$ cat config.mk
export PLATFORM = sky130hd
export DESIGN_NAME = xorshift128_ranged_generator_flat
export DESIGN_NICKNAME = d
export VERILOG_FILES = /design/src/rtl/core/xrg_pkg.sv /design/src/rtl/core/xrg_channels.sv /design/src/rtl/core/xrg_state.sv /design/src/rtl/core/xrg_remainder.sv /design/src/rtl/core/xorshift128_ranged_generator.sv /design/src/flat_wrapper.sv
export VERILOG_INCLUDE_DIRS = /design/src /design/src/rtl/core
export SDC_FILE = /design/constraint.sdc
export NUM_CORES = 1
export LEC_CHECK = 0
export ABC_CLOCK_PERIOD_IN_PS = 5970
export BUFFER_PORTS_ARGS = -buffer_cell sky130_fd_sc_hd__buf_2
export CORE_UTILIZATION = 64
export CTS_BUF_LIST = sky130_fd_sc_hd__clkbuf_2 sky130_fd_sc_hd__clkbuf_4 sky130_fd_sc_hd__clkbuf_8
export CTS_CLUSTER_SIZE = 30
export DETAILED_ROUTE_END_ITERATION = 6
export HOLD_SLACK_MARGIN = 0.06
export PLACE_DENSITY_LB_ADDON = 0.12
export SLEW_MARGIN = 25
export SYNTH_ARGS = -nofsm -noshare
export SYNTH_HDL_FRONTEND = slang
export SYNTH_HIERARCHICAL = 1
export SYNTH_SLANG_ARGS = --single-unit
$ cat constraint.sdc
create_clock -name clk -period 5.97 [get_ports clk]
set_input_delay 0.8955 -clock clk [delete_from_list [all_inputs] [get_ports clk]]
set_output_delay 0.8955 -clock clk [all_outputs]
set_load 0.005 [all_outputs]
$ cat src/rtl/core/xorshift128_ranged_generator_macros.svh
// Assertion macros shared by the generator RTL; they sample on clk and hold off during rst.
`ifndef XORSHIFT128_RANGED_GENERATOR_MACROS_SVH
`define XORSHIFT128_RANGED_GENERATOR_MACROS_SVH

// Same-cycle implication.
`define XRG_ASSERT_NOW(label, ante, cons, msg) \
  label: assert property (@(posedge clk) disable iff (rst) (ante) |-> (cons)) \
    else $error(msg);

// Next-cycle implication.
`define XRG_ASSERT_NEXT(label, ante, cons, msg) \
  label: assert property (@(posedge clk) disable iff (rst) (ante) |=> (cons)) \
    else $error(msg);

`endif

$ cat src/rtl/core/xrg_pkg.sv
// Types and constants of the ranged xorshift128 generator.
package xrg_pkg;

  localparam int WORD_W = 32;
  localparam int CMD_W  = 2;
  localparam int CFG_IDX_W = 1;

  typedef logic [WORD_W-1:0] word_t;
  typedef logic [CMD_W-1:0]  cmd_t;

  localparam cmd_t CMD_RAW    = 2'd0;
  localparam cmd_t CMD_RANGED = 2'd1;
  localparam cmd_t CMD_RESEED = 2'd2;

  localparam logic [CFG_IDX_W-1:0] REG_RANGE_LOW  = 1'b0;
  localparam logic [CFG_IDX_W-1:0] REG_RANGE_HIGH = 1'b1;

  localparam word_t RESET_A = 32'd123456789;
  localparam word_t RESET_B = 32'd362436069;
  localparam word_t RESET_C = 32'd521288629;
  localparam word_t RESET_D = 32'd88675123;
  localparam word_t RESET_RANGE_LOW  = 32'd0;
  localparam word_t RESET_RANGE_HIGH = 32'hFFFF_FFFF;

  localparam int SHIFT_A  = 11;
  localparam int SHIFT_D  = 19;
  localparam int SHIFT_T  = 8;

  // Which state word takes the fresh step output during a reseed.
  typedef enum logic [1:0] {
    XS_NONE = 2'd0,
    XS_A    = 2'd1,
    XS_B    = 2'd2,
    XS_C    = 2'd3
  } xor_sel_t;

  typedef struct packed {
    logic     load;
    logic     step;
    xor_sel_t xor_sel;
    logic     fold;
  } state_ctl_t;

endpackage

$ cat src/rtl/core/xrg_channels.sv
// Valid/ready channel interfaces for command words and result words.
interface xrg_in_if;
  logic             valid;
  logic             ready;
  xrg_pkg::cmd_t    cmd;
  xrg_pkg::word_t   seed;

  modport source (output valid, output cmd, output seed, input ready);
  modport sink   (input valid, input cmd, input seed, output ready);
endinterface

interface xrg_out_if;
  logic             valid;
  logic             ready;
  xrg_pkg::word_t   value;

  modport source (output valid, output value, input ready);
  modport sink   (input valid, input value, output ready);
endinterface

$ cat src/rtl/core/xrg_state.sv
// Xorshift128 state words with the step, seed-load and reseed mixing datapath.
module xrg_state (
  input  logic                clk,
  input  logic                rst,
  input  xrg_pkg::state_ctl_t ctl,
  input  xrg_pkg::word_t      seed,
  output xrg_pkg::word_t      word_d_out
);
  import xrg_pkg::*;

  word_t word_a, word_b, word_c, word_d;
  word_t t, f;

  always_comb begin
    t = word_a ^ (word_a << SHIFT_A);
    f = word_d ^ (word_d >> SHIFT_D) ^ t ^ (t >> SHIFT_T);
  end

  always_ff @(posedge clk) begin
    if (rst) begin
      word_a <= RESET_A;
      word_b <= RESET_B;
      word_c <= RESET_C;
      word_d <= RESET_D;
    end else if (ctl.load) begin
      word_d <= seed;
    end else if (ctl.step) begin
      // shift down; during reseed the shifted-in word also takes f
      word_a <= word_b ^ ((ctl.xor_sel == XS_A) ? f : '0);
      word_b <= word_c ^ ((ctl.xor_sel == XS_B) ? f : '0);
      word_c <= word_d ^ ((ctl.xor_sel == XS_C) ? f : '0);
      word_d <= f;
    end else if (ctl.fold) begin
      word_d <= word_d ^ word_a;
    end
  end

  assign word_d_out = word_d;

endmodule

$ cat src/rtl/core/xrg_remainder.sv
// Restoring shift-subtract remainder unit, one dividend bit per cycle.
`include "xorshift128_ranged_generator_macros.svh"

module xrg_remainder (
  input  logic           clk,
  input  logic           rst,
  input  logic           start,
  input  xrg_pkg::word_t dividend,
  input  xrg_pkg::word_t divisor,
  output logic           busy,
  output logic           done,
  output xrg_pkg::word_t rem
);
  import xrg_pkg::*;

  localparam int CNT_W = $clog2(WORD_W);
  localparam logic [CNT_W-1:0] LAST = CNT_W'(WORD_W - 1);

  word_t            quo;
  word_t            div;
  logic [CNT_W-1:0] cnt;
  logic [WORD_W:0]  trial;
  logic [WORD_W:0]  diff;
  logic             fits;

  always_comb begin
    trial = {rem, quo[WORD_W-1]};
    diff  = trial - {1'b0, div};
    fits  = trial >= {1'b0, div};
  end

  always_ff @(posedge clk) begin
    if (rst) begin
      busy <= 1'b0;
      done <= 1'b0;
      cnt  <= '0;
    end else begin
      done <= 1'b0;
      if (start) begin
        busy <= 1'b1;
        cnt  <= '0;
      end else if (busy) begin
        cnt <= cnt + 1'b1;
        if (cnt == LAST) begin
          busy <= 1'b0;
          done <= 1'b1;
        end
      end
    end
  end

  always_ff @(posedge clk) begin
    if (start) begin
      rem <= '0;
      quo <= dividend;
      div <= divisor;
    end else if (busy) begin
      // rem stays below div, so the difference fits in one word
      rem <= fits ? diff[WORD_W-1:0] : trial[WORD_W-1:0];
      quo <= quo << 1;
    end
  end

  `XRG_ASSERT_NOW(a_no_restart, start, !busy, "remainder restarted while busy")
  `XRG_ASSERT_NEXT(a_done_idle, done, !busy, "remainder busy after done")
  `XRG_ASSERT_NOW(a_rem_bound, busy && !start, rem < div, "partial remainder out of bound")

endmodule

$ cat src/rtl/core/xorshift128_ranged_generator.sv
// Top level of the ranged xorshift128 generator: sequencer, range registers, output word.
//
// Ranged xorshift128 generator. Each command word on in_ch is taken only while the
// sequencer is idle. A raw draw steps the state, then loads its result word in the
// done state once the result slot is free. A ranged draw over a nonzero span runs step,
// remainder start, the bit-serial remainder unit, then done and output-load. A full
// 2^32 span returns the raw draw. A reseed runs seed load, three steps and a fold before
// the next command word is taken, and gives no result. cmd 3 is dropped. The result
// register holds a finished word until out_ch takes it, and the next command can be
// accepted meanwhile. range_low and range_high (cfg_index 0 and 1) are written through
// cfg_we; the user must write them only while idle, as the block does not enforce it.
`include "xorshift128_ranged_generator_macros.svh"

module xorshift128_ranged_generator (
  input  logic                               clk,
  input  logic                               rst,
  input  logic                               cfg_we,
  input  logic [xrg_pkg::CFG_IDX_W-1:0]      cfg_index,
  input  xrg_pkg::word_t                     cfg_data,
  xrg_in_if.sink                             in_ch,
  xrg_out_if.source                          out_ch
);
  import xrg_pkg::*;

  typedef enum logic [4:0] {
    S_IDLE  = 5'b00001,
    S_STEP  = 5'b00010,
    S_DIVGO = 5'b00100,
    S_DIV   = 5'b01000,
    S_DONE  = 5'b10000
  } seq_state_t;

  seq_state_t   state, state_next;
  cmd_t         cmd_r;
  logic [1:0]   cnt;
  word_t        range_low, range_high;
  word_t        span;
  logic         span_zero;
  state_ctl_t   ctl;
  word_t        word_d;
  logic         div_start, div_busy, div_done;
  word_t        rem;
  logic         out_valid;
  word_t        out_value;
  logic         accept;
  logic         slot_free;
  logic         fold;
  // Fold pending flag: the last reseed step and the fold share no cycle.
  logic         fold_pend;
  state_ctl_t   ctl_mux;

  assign span      = range_high - range_low + 1'b1;
  assign span_zero = (span == '0);
  assign accept    = in_ch.valid && in_ch.ready;
  assign slot_free = !out_valid || out_ch.ready;

  assign in_ch.ready  = (state == S_IDLE) && !fold_pend;
  assign out_ch.valid = out_valid;
  assign out_ch.value = out_value;

  always_ff @(posedge clk) begin
    if (rst) begin
      range_low  <= RESET_RANGE_LOW;
      range_high <= RESET_RANGE_HIGH;
    end else if (cfg_we) begin
      case (cfg_index)
        REG_RANGE_LOW:  range_low  <= cfg_data;
        REG_RANGE_HIGH: range_high <= cfg_data;
        default: ;
      endcase
    end
  end

  always_comb begin
    state_next  = state;
    ctl         = '0;
    ctl.xor_sel = XS_NONE;
    div_start   = 1'b0;
    fold        = 1'b0;
    case (state)
      S_IDLE: begin
        if (accept) begin
          case (in_ch.cmd)
            CMD_RAW, CMD_RANGED: state_next = S_STEP;
            CMD_RESEED: begin
              ctl.load   = 1'b1;
              state_next = S_STEP;
            end
            default: ;
          endcase
        end
      end
      S_STEP: begin
        ctl.step = 1'b1;
        if (cmd_r == CMD_RESEED) begin
          case (cnt)
            2'd0:    ctl.xor_sel = XS_A;
            2'd1:    ctl.xor_sel = XS_B;
            default: ctl.xor_sel = XS_C;
          endcase
          if (cnt == 2'd2) begin
            // fold of word_d runs in the idle cycle that follows; input held off then
            state_next = S_IDLE;
            fold       = 1'b1;
          end
        end else if (cmd_r == CMD_RANGED && !span_zero) begin
          state_next = S_DIVGO;
        end else begin
          state_next = S_DONE;
        end
      end
      S_DIVGO: begin
        div_start  = 1'b1;
        state_next = S_DIV;
      end
      S_DIV: begin
        if (div_done) state_next = S_DONE;
      end
      S_DONE: begin
        if (slot_free) state_next = S_IDLE;
      end
      default: state_next = S_IDLE;
    endcase
  end

  always_comb begin
    ctl_mux = ctl;
    if (fold_pend) ctl_mux.fold = 1'b1;
  end

  always_ff @(posedge clk) begin
    if (rst) begin
      state     <= S_IDLE;
      cnt       <= '0;
      out_valid <= 1'b0;
      fold_pend <= 1'b0;
    end else begin
      state     <= state_next;
      fold_pend <= fold;
      if (accept) cnt <= '0;
      else if (state == S_STEP) cnt <= cnt + 1'b1;
      if (state == S_DONE && slot_free) out_valid <= 1'b1;
      else if (out_ch.ready) out_valid <= 1'b0;
    end
  end

  always_ff @(posedge clk) begin
    if (accept) cmd_r <= in_ch.cmd;
    if (state == S_DONE && slot_free) begin
      out_value <= (cmd_r == CMD_RANGED && !span_zero) ? range_low + rem : word_d;
    end
  end

  xrg_state u_state (
    .clk        (clk),
    .rst        (rst),
    .ctl        (ctl_mux),
    .seed       (in_ch.seed),
    .word_d_out (word_d)
  );

  xrg_remainder u_rem (
    .clk      (clk),
    .rst      (rst),
    .start    (div_start),
    .dividend (word_d),
    .divisor  (span),
    .busy     (div_busy),
    .done     (div_done),
    .rem      (rem)
  );

  `XRG_ASSERT_NOW(a_ready_div_idle, in_ch.ready, !div_busy, "command taken while dividing")
  `XRG_ASSERT_NOW(a_done_in_div, div_done, state == S_DIV, "remainder done outside divide")
  `XRG_ASSERT_NEXT(a_result_loaded, state == S_DONE && slot_free, out_valid, "result not loaded")
  `XRG_ASSERT_NOW(a_fold_alone, fold_pend, !accept || in_ch.cmd != CMD_RESEED, "fold overlaps load")

endmodule

$ cat src/flat_wrapper.sv
// flat-port wrapper written by rule: the top's interface ports become plain ports
module xorshift128_ranged_generator_flat import xrg_pkg::*;
  (clk, rst, cfg_we, cfg_index, cfg_data, in_ch_valid, in_ch_cmd, in_ch_seed, in_ch_ready, out_ch_valid, out_ch_value, out_ch_ready);
  xrg_in_if in_ch_i ();
  xrg_out_if out_ch_i ();
  input  logic clk;
  input  logic rst;
  input  logic cfg_we;
  input  logic [xrg_pkg::CFG_IDX_W-1:0] cfg_index;
  input  xrg_pkg::word_t cfg_data;
  input wire logic [$bits(in_ch_i.valid)-1:0] in_ch_valid;
  input wire logic [$bits(in_ch_i.cmd)-1:0] in_ch_cmd;
  input wire logic [$bits(in_ch_i.seed)-1:0] in_ch_seed;
  output wire logic [$bits(in_ch_i.ready)-1:0] in_ch_ready;
  output wire logic [$bits(out_ch_i.valid)-1:0] out_ch_valid;
  output wire logic [$bits(out_ch_i.value)-1:0] out_ch_value;
  input wire logic [$bits(out_ch_i.ready)-1:0] out_ch_ready;
  assign in_ch_i.valid = in_ch_valid;
  assign in_ch_i.cmd = in_ch_cmd;
  assign in_ch_i.seed = in_ch_seed;
  assign in_ch_ready = in_ch_i.ready;
  assign out_ch_valid = out_ch_i.valid;
  assign out_ch_value = out_ch_i.value;
  assign out_ch_i.ready = out_ch_ready;
  xorshift128_ranged_generator u_core (.clk(clk), .rst(rst), .cfg_we(cfg_we), .cfg_index(cfg_index), .cfg_data(cfg_data), .in_ch(in_ch_i), .out_ch(out_ch_i));
endmodule
==> metrics.txt <==
HPWL after DPL=about 41000 um; final number of setup-violating endpoints=0; XOR/XNOR Fraction of Synth Area=0.1095; sequential area share after synthesis=0.3561; synthesized flop and latch total=~340; Vert. Die Dim=between 150 and 200 um; CTS tree=built; Clock Pin Slew Worst Setup and Hold Paths=~0.060 ns; Starting Density=0.6504; Seq pwr share=0.396; leading cell type in the layout, fill and taps excluded=dfxtp_1; Non-Filler Instances=2951; Final Max Tran Viols=0; Sinks on Clock Net=roughly 340; Max Cap Viol=0; DP Area=roughly 22000 um^2; Int Power=4.601 mW; Yosys top cell area share=0.2209; crit path max fanout=33; Avg Inst Size Synth=8.982 um^2; post-synthesis async set-or-reset flop share=0; Setup TNS=0 ns; Arrival @ worst endpoint=5.73 ns; site row count=67; final instance area=around 24000 um^2; critical path endpoint category=register; P&R area growth vs syn=8.432%; startpoint types=register; PortBufs=~110; Power Dens Cells=between 200 and 300 nW/um^2; Setup Skew=between 0.04 and 0.05 ns; Tmin final=5.314 ns; Combinational Power Share=0.267; synthesized area=around 22000 um^2; synth top area cells=dfxtp_1 22%, edfxtp_1 14%, ha_1 7.4%; library cells used by synthesis=99; Hold WC Path Type=primary input to register; Vias/cell=6.193; I/O Pins=roughly 110; achievable frequency=188.2 MHz; clock group share of total power=0.337; antenna cell count=0; sw frac=0.3198; final worst-path setup slack=around 0.66 ns; syn nets=2626; Root Driver=clkbuf_8; fraction of layout cells with a size suffix above 1=0.1350; outcome=completed; Die W=186.4 um; Final ANT Viol Nets=0; # placed instances=2844; WL per Instance=19.71 um; commonest cells after routing, fill and taps aside=239 x dfxtp_1, 216 x nand2_1, 205 x nor2_1; fin crit share=0.8902; Clock Path Buffers=3; H-tree levels=2; total gr overflow=0; 1st-pass router iterations=5; Synth Area in Simple Gates=0.1644; Crit Path Class=register to register; global-route usage over all layers=0.3330; # DRC=0; unrepaired setup endpoints after global routing=false; synth warn=6; fraction of synthesized area in multiplexers=0.05102; DIE AREA=34730 um^2; Final #Nets=2659; Mapped Cells=approximately 2400; drt total wl=between 50000 and 60000 um; biggest area consumer among synthesized cells=dfxtp_1; starting DRC count in detailed routing=1439; number of synthesized flops with an enable pin=98; Hold Fails Final Rpt=0; total number of vias=18280; first-pass GRT wire length=93160 um; Synth Area in Adders=0.07696; initial antenna violation count=0; largest net degree at the start of global routing=93; Placer Congestion=0.9572; Setup WS pre-CTS=0.6435 ns; Slew @ Worst Pin=0.9602 ns; Post-CTS Hold Buffers=0; relative slew slack=0.3569; clock buffers created by TritonCTS=57; post-CTS setup buffers=0; Post-synth top flop=dfxtp_1; static leakage=9.752 nW; vias in the first global route=around 18000; post-synthesis compound-gate area fraction=0.1924; Critical Path RT=6.39 ns; maximum vdd ir drop=~0.2 mV; switching pwr=2.163 mW; clk_lat worst skew=0.66 ns; largest family of logic cells by synthesized area=compound AO/OA/AOI/OAI gates; Core Box Area=approximately 33000 um^2; post-CTS sizing=0
synth_stat cells, drive strengths merged (9+ instances only):
master / n
a211o: 43
a211oi: 63
a21boi: 11
a21o: 36
a21oi: 181
a311oi: 19
a31oi: 18
and2: 18
and3: 57
buf: 32
clkbuf: 117
dfxtp: 240
edfxtp: 98
ha: 129
inv: 102
mux2: 67
mux2i: 25
nand2: 217
nand2b: 19
nand3: 27
nand3b: 11
nand4: 11
nor2: 207
nor2b: 24
nor3: 59
nor4: 17
o211ai: 26
o21a: 15
o21ai: 148
o22ai: 9
o311ai: 10
o31ai: 10
or2: 10
or3: 23
xnor2: 131
xnor3: 23
xor2: 68
power by group through the flow:
stage          Combinational [mW]  Sequential (mW)  Clock (mW)
2_1_floorplan                1.45             2.64           0
3_3_place_gp                 1.74             2.72           0
3_5_place_dp                 1.77             2.72           0
4_1_cts                      1.78             2.67        2.31
5_1_grt                      1.99             2.69        2.41
6_report                     1.81             2.68        2.28
critical path, stage by stage (launching register included):
cell      delay (ns)
dfxtp_1         0.34
inv_1           0.05
ha_1            0.26
inv_1           0.04
ha_1            0.22
fa_1            0.43
a211o_1         0.27
o211ai_1        0.16
a211oi_1        0.19
a21boi_0        0.47
o31a_2          0.28
xnor2_1         0.09
or4_1           0.50
or4_1           0.47
or4_4           0.58
nand2_8         0.32
mux2_2          0.38
per-stage QoR:
step,power [mW],hold slack [ns],util
floorplan,4.087,0.4354,-
global placement,4.456,0.4461,0.6677
detailed placement,4.493,0.4545,0.6677
CTS,6.765,0.4272,0.7052
global route,7.096,0.4403,0.7052
finish,6.764,0.4589,0.7052
state kept, by name, summed over array words and instances, names as in the netlist, 2 cells and up:
| register | flops |
|---|---|
| u_core/u_state/word_a | 32 |
| u_core/u_state/word_d_out | 32 |
| u_core/state | 5 |
| u_core/u_rem/div | 32 |
| u_core/u_state/word_c | 32 |
| u_core/range_low | 32 |
| u_core/u_rem/rem | 32 |
| u_core/range_high | 32 |
| u_core/cnt | 2 |
| u_core/u_state/word_b | 32 |
| u_core/u_rem/quo | 32 |
| u_core/out_ch.value | 32 |
| u_core/u_rem/cnt | 5 |
| u_core/cmd_r | 2 |
layer usage:
metal / vias up / global-route usage / wire [um]
met1: 8777 / 0.4346 / 25150
met3: 116 / 0.04213 / 3377
met2: 589 / 0.5586 / 27490
met5: - / 0 / 0
li1: 8793 / - / -
met4: 0 / 0.1360 / 2153
kinds of logic after synthesis:
group / count (synthesis)
fa+ha+maj: 132
buf+inv: 252
mux: 92
simple gates: 739
compound gates: 643
xor+xnor: 226
flops: 338
path summary, 6_finish.rpt:
path	startpoint	depth (start not counted)	endpoint	slack (ns)
setup / recovery	u_core/range_high[1]	16	u_core/out_ch.value[31]	0.66
hold / removal	in_ch_cmd[1]	1	u_core/cmd_r[1]	0.46
setup reg to reg	u_core/range_high[1]	16	u_core/out_ch.value[31]	0.66
hold reg to reg	u_core/range_high[19]	1	u_core/range_high[19]	0.46
cell type report:
type                       instances  area, um^2
timing repair buffer             124       686.9
clock inverter                    17       165.2
clock buffer                      90        1089
multi-input combinational       1832       12950
tap                              448       560.5
fill                            2718        9861
inverter                         102       384.1
sequential                       338        7749
No activity file was read; power rests on OpenSTA's default activity.
